`config.mk`:
```
export PLATFORM = sky130hd
export DESIGN_NAME = infix_to_postfix_converter
export DESIGN_NICKNAME = d
export VERILOG_FILES = /design/src/rtl/i2p_pkg.sv /design/src/rtl/i2p_front.sv /design/src/rtl/i2p_back.sv /design/src/rtl/infix_to_postfix_converter.sv
export SDC_FILE = /design/constraint.sdc
export NUM_CORES = 1
export LEC_CHECK = 0
export ABC_CLOCK_PERIOD_IN_PS = 16300
export BUFFER_PORTS_ARGS = -buffer_cell sky130_fd_sc_hd__buf_4
export CORE_ASPECT_RATIO = 1.5
export CORE_MARGIN = 1.5
export CORE_UTILIZATION = 60
export CTS_BUF_LIST = sky130_fd_sc_hd__clkbuf_8 sky130_fd_sc_hd__clkbuf_16
export CTS_CLUSTER_DIAMETER = 120
export DETAILED_ROUTE_END_ITERATION = 8
export GPL_TIMING_DRIVEN = 1
export PLACE_DENSITY = 0.73
export SYNTH_ARGS = -nofsm -noshare
export SYNTH_HDL_FRONTEND = slang
export SYNTH_SLANG_ARGS = --single-unit
```
`constraint.sdc`:
```
create_clock -name i_clk -period 16.3 [get_ports i_clk]
set_input_delay 3.26 -clock i_clk [delete_from_list [all_inputs] [get_ports i_clk]]
set_output_delay 3.26 -clock i_clk [all_outputs]
set_load 0.01 [all_outputs]
```
`src/rtl/i2p_pkg.sv`:
```
// ----------------------------------------------------------------------------
// i2p_pkg
// Shared types and constants for the infix to postfix converter: symbol
// classes, the queued item between front and back, and result status codes.
// ----------------------------------------------------------------------------
package i2p_pkg;

    // Characters with a meaning of their own
    localparam logic [7:0] LPAREN_CHAR = 8'h28;  // '('
    localparam logic [7:0] RPAREN_CHAR = 8'h29;  // ')'
    localparam logic [7:0] STAR_CHAR   = 8'h2A;  // '*'
    localparam logic [7:0] PLUS_CHAR   = 8'h2B;  // '+'
    localparam logic [7:0] MINUS_CHAR  = 8'h2D;  // '-'
    localparam logic [7:0] SLASH_CHAR  = 8'h2F;  // '/'

    // Entries of the queue between front and back
    localparam int QUEUE_DEPTH = 4;

    // Class of an incoming character
    typedef enum logic [2:0] {
        KIND_OPERAND,
        KIND_LPAREN,
        KIND_RPAREN,
        KIND_OP_LOW,
        KIND_OP_HIGH
    } t_kind;

    // Result status codes
    typedef enum logic [1:0] {
        ST_OK        = 2'd0,
        ST_OVERFLOW  = 2'd1,
        ST_UNMATCHED = 2'd2
    } t_status;

    // Classified item handed from front to back
    typedef struct packed {
        logic [7:0] symbol;
        t_kind      kind;
        logic       eoe;
    } t_item;

    // Queue head as seen by the back part
    typedef struct packed {
        logic  valid;
        t_item item;
    } t_head;

    // One result
    typedef struct packed {
        logic [7:0] symbol;
        logic       sym_valid;
        logic       last;
        t_status    status;
    } t_result;

endpackage

```
`src/rtl/i2p_front.sv`:
```
// ----------------------------------------------------------------------------
// i2p_front
// Accepts input characters, classifies them and holds them in a short queue
// so that the stack engine can stall without stalling the input stream.
// ----------------------------------------------------------------------------
module i2p_front (
    input  logic            i_clk,
    input  logic            i_rst_n,
    input  logic            i_valid,
    output logic            o_ready,
    input  logic [7:0]      i_symbol,
    input  logic            i_eoe,
    input  logic            i_pop,
    output i2p_pkg::t_head  o_head
);
    import i2p_pkg::*;

    localparam int PW = $clog2(QUEUE_DEPTH);
    localparam int CW = $clog2(QUEUE_DEPTH + 1);

    t_item          r_mem [QUEUE_DEPTH];
    logic [PW-1:0]  r_wr_ptr;
    logic [PW-1:0]  r_rd_ptr;
    logic [CW-1:0]  r_count;
    t_kind          w_kind;
    logic           w_push;

    // Classify the incoming character
    always_comb begin
        unique case (i_symbol) inside
            LPAREN_CHAR:            w_kind = KIND_LPAREN;
            RPAREN_CHAR:            w_kind = KIND_RPAREN;
            PLUS_CHAR, MINUS_CHAR:  w_kind = KIND_OP_LOW;
            STAR_CHAR, SLASH_CHAR:  w_kind = KIND_OP_HIGH;
            default:                w_kind = KIND_OPERAND;
        endcase
    end

    assign o_ready = (r_count != CW'(QUEUE_DEPTH));
    assign w_push  = i_valid && o_ready;

    // Store the classified item
    always_ff @(posedge i_clk) begin
        if (w_push) begin
            r_mem[r_wr_ptr] <= '{symbol: i_symbol, kind: w_kind, eoe: i_eoe};
        end
    end

    // Advance pointers and fill count
    always_ff @(posedge i_clk) begin
        if (!i_rst_n) begin
            r_wr_ptr <= '0;
            r_rd_ptr <= '0;
            r_count  <= '0;
        end else begin
            if (w_push) begin
                r_wr_ptr <= r_wr_ptr + PW'(1);
            end
            if (i_pop) begin
                r_rd_ptr <= r_rd_ptr + PW'(1);
            end
            case ({w_push, i_pop})
                2'b10:   r_count <= r_count + CW'(1);
                2'b01:   r_count <= r_count - CW'(1);
                default: r_count <= r_count;
            endcase
        end
    end

    assign o_head.valid = (r_count != '0);
    assign o_head.item  = r_mem[r_rd_ptr];

    // Queue never overfills and is never popped when empty
    a_no_overfill: assert property (@(posedge i_clk) disable iff (!i_rst_n)
        r_count <= CW'(QUEUE_DEPTH))
        else $error("queue fill count above depth");

    a_pop_nonempty: assert property (@(posedge i_clk) disable iff (!i_rst_n)
        i_pop |-> r_count != '0)
        else $error("queue popped while empty");

    a_ready_full: assert property (@(posedge i_clk) disable iff (!i_rst_n)
        (r_count == CW'(QUEUE_DEPTH)) && !i_pop |=> !o_ready)
        else $error("queue accepts while full");

endmodule

```
`src/rtl/i2p_back.sv`:
```
// ----------------------------------------------------------------------------
// i2p_back
// Operator stack engine: takes classified items from the queue head, moves
// operators on a shift-register stack and emits one result per cycle into an
// output register, unless that register is held by a stalled receiver.
// ----------------------------------------------------------------------------
module i2p_back #(
    parameter int STACK_DEPTH = 16
) (
    input  logic              i_clk,
    input  logic              i_rst_n,
    input  i2p_pkg::t_head    i_head,
    output logic              o_pop,
    output logic              o_valid,
    input  logic              i_ready,
    output i2p_pkg::t_result  o_result
);
    import i2p_pkg::*;

    localparam int CW = $clog2(STACK_DEPTH + 1);

    typedef enum logic {
        PH_MAIN,
        PH_FLUSH
    } t_phase;

    logic [7:0]     r_stack [STACK_DEPTH];
    logic [CW-1:0]  r_count;
    t_phase         r_phase;
    logic           r_out_valid;
    t_result        r_out;

    t_phase         n_phase;
    t_result        w_res;
    logic           w_emit;
    logic           w_push;
    logic           w_pop;
    logic           w_finish;
    logic           w_advance;
    logic           w_out_free;
    logic           w_empty;
    logic           w_full;
    logic           w_more;
    logic           w_high;
    logic           w_pops0;
    logic           w_pops1;
    logic [7:0]     w_t0;
    logic [7:0]     w_t1;
    t_item          w_it;

    assign w_it       = i_head.item;
    assign w_t0       = r_stack[0];
    assign w_t1       = r_stack[1];
    assign w_empty    = (r_count == '0);
    assign w_full     = (r_count == CW'(STACK_DEPTH));
    assign w_more     = (r_count > CW'(1));
    assign w_high     = (w_it.kind == KIND_OP_HIGH);
    assign w_out_free = !r_out_valid || i_ready;

    // Does the stacked operator give way to the incoming one
    function automatic logic gives_way(input logic high, input logic [7:0] t);
        logic r;
        if (high) begin
            r = (t == STAR_CHAR) || (t == SLASH_CHAR);
        end else begin
            r = (t != LPAREN_CHAR);
        end
        return r;
    endfunction

    assign w_pops0 = !w_empty && gives_way(w_high, w_t0);
    assign w_pops1 = w_more && gives_way(w_high, w_t1);

    // Decide this cycle's step for the item at the queue head
    always_comb begin
        n_phase  = r_phase;
        w_emit   = 1'b0;
        w_push   = 1'b0;
        w_pop    = 1'b0;
        w_finish = 1'b0;
        w_res    = '{symbol: 8'h00, sym_valid: 1'b0, last: 1'b0, status: ST_OK};
        if (r_phase == PH_FLUSH) begin
            w_emit        = 1'b1;
            w_pop         = 1'b1;
            w_res.symbol  = w_t0;
            w_res.sym_valid = 1'b1;
            w_res.last    = (r_count == CW'(1));
            if (r_count == CW'(1)) begin
                w_finish = 1'b1;
                n_phase  = PH_MAIN;
            end
        end else begin
            unique case (w_it.kind) inside
                KIND_LPAREN: begin
                    if (w_full) begin
                        w_emit       = 1'b1;
                        w_res.status = ST_OVERFLOW;
                        w_res.last   = !w_it.eoe;
                    end else begin
                        w_push = 1'b1;
                    end
                    if (w_it.eoe) begin
                        n_phase = PH_FLUSH;
                    end else begin
                        w_finish = 1'b1;
                    end
                end
                KIND_RPAREN: begin
                    if (w_empty) begin
                        w_emit       = 1'b1;
                        w_res.status = ST_UNMATCHED;
                        w_res.last   = 1'b1;
                        w_finish     = 1'b1;
                    end else if (w_t0 == LPAREN_CHAR) begin
                        w_pop = 1'b1;
                        if (w_it.eoe && w_more) begin
                            n_phase = PH_FLUSH;
                        end else begin
                            w_finish = 1'b1;
                        end
                    end else begin
                        w_emit          = 1'b1;
                        w_pop           = 1'b1;
                        w_res.symbol    = w_t0;
                        w_res.sym_valid = 1'b1;
                        // Last when the opening bracket is next and no flush follows it
                        w_res.last      = (w_more && (w_t1 == LPAREN_CHAR))
                                          && !(w_it.eoe && (r_count > CW'(2)));
                    end
                end
                KIND_OP_LOW, KIND_OP_HIGH: begin
                    if (w_pops0) begin
                        w_emit          = 1'b1;
                        w_pop           = 1'b1;
                        w_res.symbol    = w_t0;
                        w_res.sym_valid = 1'b1;
                        w_res.last      = !(w_pops1 || w_it.eoe);
                    end else begin
                        if (w_full) begin
                            w_emit       = 1'b1;
                            w_res.status = ST_OVERFLOW;
                            w_res.last   = !w_it.eoe;
                        end else begin
                            w_push = 1'b1;
                        end
                        if (w_it.eoe) begin
                            n_phase = PH_FLUSH;
                        end else begin
                            w_finish = 1'b1;
                        end
                    end
                end
                default: begin
                    // Operand: pass it straight through
                    w_emit          = 1'b1;
                    w_res.symbol    = w_it.symbol;
                    w_res.sym_valid = 1'b1;
                    w_res.last      = !(w_it.eoe && !w_empty);
                    if (w_it.eoe && !w_empty) begin
                        n_phase = PH_FLUSH;
                    end else begin
                        w_finish = 1'b1;
                    end
                end
            endcase
        end
    end

    // Step only when there is an item and room for any result it makes
    assign w_advance = i_head.valid && (!w_emit || w_out_free);
    assign o_pop     = w_advance && w_finish;

    // Shift the stack on push and pop; the top lives in entry zero
    always_ff @(posedge i_clk) begin
        if (w_advance && w_push) begin
            r_stack[0] <= w_it.symbol;
            for (int i = 1; i < STACK_DEPTH; i++) begin
                r_stack[i] <= r_stack[i-1];
            end
        end else if (w_advance && w_pop) begin
            for (int i = 0; i < STACK_DEPTH - 1; i++) begin
                r_stack[i] <= r_stack[i+1];
            end
        end
    end

    // Hold phase, stack count and the output register
    always_ff @(posedge i_clk) begin
        if (!i_rst_n) begin
            r_phase     <= PH_MAIN;
            r_count     <= '0;
            r_out_valid <= 1'b0;
        end else begin
            if (w_advance) begin
                r_phase <= n_phase;
                if (w_push) begin
                    r_count <= r_count + CW'(1);
                end else if (w_pop) begin
                    r_count <= r_count - CW'(1);
                end
            end
            if (w_advance && w_emit) begin
                r_out_valid <= 1'b1;
            end else if (i_ready) begin
                r_out_valid <= 1'b0;
            end
        end
        if (w_advance && w_emit) begin
            r_out <= w_res;
        end
    end

    assign o_valid  = r_out_valid;
    assign o_result = r_out;

    // Stack count stays within depth
    a_count_range: assert property (@(posedge i_clk) disable iff (!i_rst_n)
        r_count <= CW'(STACK_DEPTH))
        else $error("stack count above depth");

    // Flushing only runs on a non-empty stack with an item present
    a_flush_nonempty: assert property (@(posedge i_clk) disable iff (!i_rst_n)
        (r_phase == PH_FLUSH) |-> (r_count != '0) && i_head.valid)
        else $error("flush phase with empty stack or no item");

    // Status-only results carry no character and characters carry ok status
    a_status_form: assert property (@(posedge i_clk) disable iff (!i_rst_n)
        r_out_valid |-> (r_out.sym_valid == (r_out.status == ST_OK))
                        && (r_out.sym_valid || r_out.symbol == 8'h00))
        else $error("malformed result");

    // A finished item leaves the phase at main
    a_finish_main: assert property (@(posedge i_clk) disable iff (!i_rst_n)
        o_pop |=> r_phase == PH_MAIN)
        else $error("item retired while still flushing");

endmodule

```
`src/rtl/infix_to_postfix_converter.sv`:
```
// ----------------------------------------------------------------------------
// infix_to_postfix_converter
// Shunting-yard converter: infix characters in, postfix characters and
// status results out, using an operator stack of STACK_DEPTH entries.
// ----------------------------------------------------------------------------
// The first result of a character passes the queue, then the stack engine,
//   and leaves from the engine's output register.
// The stack engine steps once per result, and once per character that makes
//   none; popping a '(' or pushing is a step of its own.
// A four-entry queue lets input keep flowing while the engine pops runs.
// Reset (synchronous, active low) empties the queue and the stack.
// ----------------------------------------------------------------------------
module infix_to_postfix_converter #(
    parameter int STACK_DEPTH = 16
) (
    input  logic        i_clk,
    input  logic        i_rst_n,
    // Input characters
    input  logic        i_s_tvalid,
    output logic        o_s_tready,
    input  logic [7:0]  i_s_tdata,   // [7:0] symbol
    input  logic        i_s_tlast,   // end of expression
    // Postfix results
    output logic        o_m_tvalid,
    input  logic        i_m_tready,
    output logic [7:0]  o_m_tdata,   // [7:0] out_symbol
    output logic        o_m_tlast,   // last result of this character
    output logic [2:0]  o_m_tuser    // [0] symbol_valid, [2:1] status
);
    import i2p_pkg::*;

    t_head    w_head;
    logic     w_pop;
    t_result  w_result;

    // Accept, classify and queue
    i2p_front u_front (
        .i_clk    (i_clk),
        .i_rst_n  (i_rst_n),
        .i_valid  (i_s_tvalid),
        .o_ready  (o_s_tready),
        .i_symbol (i_s_tdata),
        .i_eoe    (i_s_tlast),
        .i_pop    (w_pop),
        .o_head   (w_head)
    );

    // Run the operator stack
    i2p_back #(
        .STACK_DEPTH (STACK_DEPTH)
    ) u_back (
        .i_clk    (i_clk),
        .i_rst_n  (i_rst_n),
        .i_head   (w_head),
        .o_pop    (w_pop),
        .o_valid  (o_m_tvalid),
        .i_ready  (i_m_tready),
        .o_result (w_result)
    );

    assign o_m_tdata = w_result.symbol;
    assign o_m_tlast = w_result.last;
    assign o_m_tuser = {w_result.status, w_result.sym_valid};

endmodule

```
==> results.toml <==
[worst_hold_path]
min_path_type = "reg2reg"
min-delay-start = "u_back.r_stack[1][50]"
min_delay_path_depth = 0
min_to = "u_back.r_stack[1][58]"

[floorplan]
die_area_um2 = 16700
initial_core_util_pct = 61.2
io_pins = 27
dieHeight_um = 158
rows = 56
die_w_um = 106
core-area_um2 = 15600

[worst_setup_path]
cp-end-kind = "register"
cp.arrival_ns = 5.58
rr_endpoint = "u_back.r_stack[1][43]"
crit_type = "in2reg"
startpoint_type = "input pin"
ff2ff_setup_slack_ns = 11.47
worstPathRequired_ns = 16.55
crit_fanout = 54
critPathLaunch = "i_m_tready"
r2r_cells = 7

[placement]
port_buffers = 26
dpl.hpwl_mm = 10.1
place_inst = 749
globalplace.congestion = 0.953

[synthesis]
ys.flop_type = "edfxtp_1"
synth_edf_count = 188
yosysUniqueCellTypes = 62
synthMuxAreaShare_pct = 22.5
synth_top_family_by_area = "multiplexers"
synth-simple-area-share_pct = 5.15
yosysMostFrequentCell = "edfxtp_1"
synthTopCellsByCount = "188 x edfxtp_1, 119 x mux2_4, 17 x nand2_1, 16 x dfxtp_1"
synth_top_area_cell = "edfxtp_1"
synthTopCellsByArea = "edfxtp_1 59%, mux2_4 19%, dfxtp_1 3.3%"
yosys_warnings = 0
postSynthCellCount = 542
yosys.area.top_type_share_pct = 59.0
synthArstFlopShare_pct = 0
synth_fa_ha_area_share_pct = 1.52
syn_avg_cell_area_um2 = 17.6
synth_seq_cells = 204
synth_xor_area_share_pct = 0.733
syn_area_um2 = 9570
ys_seq_area_share_pct = 62.4
synth_compound_area_share_pct = 5.08
synth_fp_nets = 566

[final_layout]
num-nets-final = 592
drive_gt1_share_pct = 34.5
area_growth_pct = 9.24
layout.cells.non_filler = 785
fillers = 1062
antenna_cells = 0

[timing]
setup_viol_count_final = 0
tns_ns = 0
hold_viol_final = 0
fin_crit_sh_pct = 32.7
max_freq_ghz = 0.188
slew_headroom_pct = 30.2
tightest_slew_ns = 1.05
min_period_ns = 5.33
rsz0062_at_grt = "no"
finClkSkew_ns = 0.00911
drv_slew = 0

[global_route]
antenna_found_initial = 0
grt_max_degree = 83
grt_pass1_vias = 4883
grtUsageTotal_pct = 19.5
overflow = 0
grt_pass1_wl_mm = 25.6

[power]
cellPowerDensity_nw_per_um2 = 230
p_clk_share_pct = 17.8
pwr-share-comb_pct = 37.9
netSwitchingFraction_pct = 31.6
ir_drop_v = 0.000128
p_seq_share_pct = 44.3
net-switching-power_uw = 760
leakage_nw = 4.03
finalPower_mw = 2.41
power.internal_mw = 1.65

[cts]
holdBufCountCts = 0
post_cts_resized = 0
clock_latency_ns = 0.50
post-cts-setup-buffers = 0
clock-root-buffer = "clkbuf_16"
clkSinkCount = 204
numCtsBuffers = 20
tritoncts = "done"
cts_buffer_depth = 3
htree_levels = 1
cts.clk_slew.worst_paths_ns = 0.06

[drt]
wl_per_cell_um = 19.7
drt-pass1-iter-count = 4
drtIter0Drc = 207
viasPerCell = 5.88
wirelength_mm = 15.5
dr_total_vias = 4615
ant_nets = 0
route.detailed.drc = 0

[run_status]
outcome = "finished, final reports clean"

[flow_run]
drv_cap = 0
==> worst max-delay path, stage by stage <==
cell      delay [ns]
buf_4           0.11
nand2b_1        0.20
o21ai_4         0.26
nand2b_4        0.50
buf_4           0.83
mux2_4          0.35
==> registers in the layout, summed over array words and instances, names as in the netlist, 2 cells and up, named ones only <==
| signal | cells |
|---|---|
| u_back.o_result | 12 |
| u_back.r_count | 5 |
| u_back.r_stack | 128 |
| u_front.r_count | 3 |
| u_front.r_mem | 48 |
| u_front.r_rd_ptr | 2 |
| u_front.r_wr_ptr | 2 |
==> kinds of logic (layout without fill, tap and decap cells) <==
| logic type | after synthesis | count (layout) |
|---|---|---|
| adder cells (fa/ha/maj) | 11 | 11 |
| XOR/XNOR | 8 | 8 |
| flip-flops | 204 | 204 |
| buffers and inverters | 39 | 79 |
| multiplexers | 139 | 139 |
| AO/OA/AOI/OAI | 59 | 59 |
| AND/OR/NAND/NOR | 82 | 82 |
==> metal layers <==
metal / part of all wire [%] / vias up / track usage [%]
li1: - / 2164 / -
met1: 42 / 2366 / 24.8
met2: 53 / 59 / 34.5
met3: 2.4 / 26 / 2.26
met4: 2.6 / 0 / 7.59
met5: 0 / - / 0
==> layout by cell type (no fill, tap or decap), types with 5 or more instances in the layout <==
cell | Yosys | layout
mux4_2 | 13 | 13
mux2i_1 | 6 | 6
a21oi_1 | 8 | 8
buf_4 | 0 | 29
clkbuf_16 | 0 | 20
inv_1 | 14 | 18
and3_1 | 5 | 5
nand2_1 | 17 | 17
edfxtp_1 | 188 | 188
o21ai_0 | 9 | 9
xnor2_1 | 6 | 6
nor2_1 | 7 | 7
dfxtp_1 | 16 | 16
a22o_1 | 8 | 8
ha_1 | 10 | 10
and2_1 | 5 | 5
nand2b_1 | 11 | 11
nor3_1 | 7 | 7
mux2_4 | 119 | 119
==> area by class of cell <==
cell class                      instances  area [um^2]  share of cell area [%]
Clock buffer                           20          500                    4.79
Sequential cell                       204         5970                    57.1
Tap cell                              203          254                    2.43
Inverter                               14         55.1                   0.527
Clock inverter                         16          111                    1.07
Multi-Input combinational cell        299         3340                    32.0
Timing Repair Buffer                   29          218                    2.08
==> stage by stage <==
| stage | setup WS [ns] | instance area (um^2) | util, % | hold slack (ns) |
|---|---|---|---|---|
| after CTS | 10.98 | 10400 | 66.9 | 0.462 |
| after global routing | 10.85 | 10400 | 66.9 | 0.463 |
| final | 10.97 | 10400 | 66.9 | 0.464 |
| after global placement | 10.53 | 9840 | 63.0 | 0.447 |
| after detailed placement | 10.45 | 9840 | 63.0 | 0.445 |
| after floorplan | 9.84 | 9570 | - | 0.427 |
==> how the worst max path moves through the flow <==
stage / end
floorplan: u_back.r_stack[0][0]
global placement: u_back.r_stack[1][15]
detailed placement: u_back.r_stack[0][23]
CTS: u_back.r_stack[0][60]
global route: u_back.r_stack[0][28]
finish: u_back.r_stack[0][52]
==> power by group through the flow <==
stage	sequential, mW	combinational [mW]	clock (mW)
detailed placement	1.07	0.919	0
CTS	1.07	0.920	0.439
finish	1.07	0.911	0.430
global route	1.09	0.985	0.456
floorplan	1.03	0.773	0
global placement	1.06	0.881	0
Note: power is estimated with default switching activity, not from simulation.
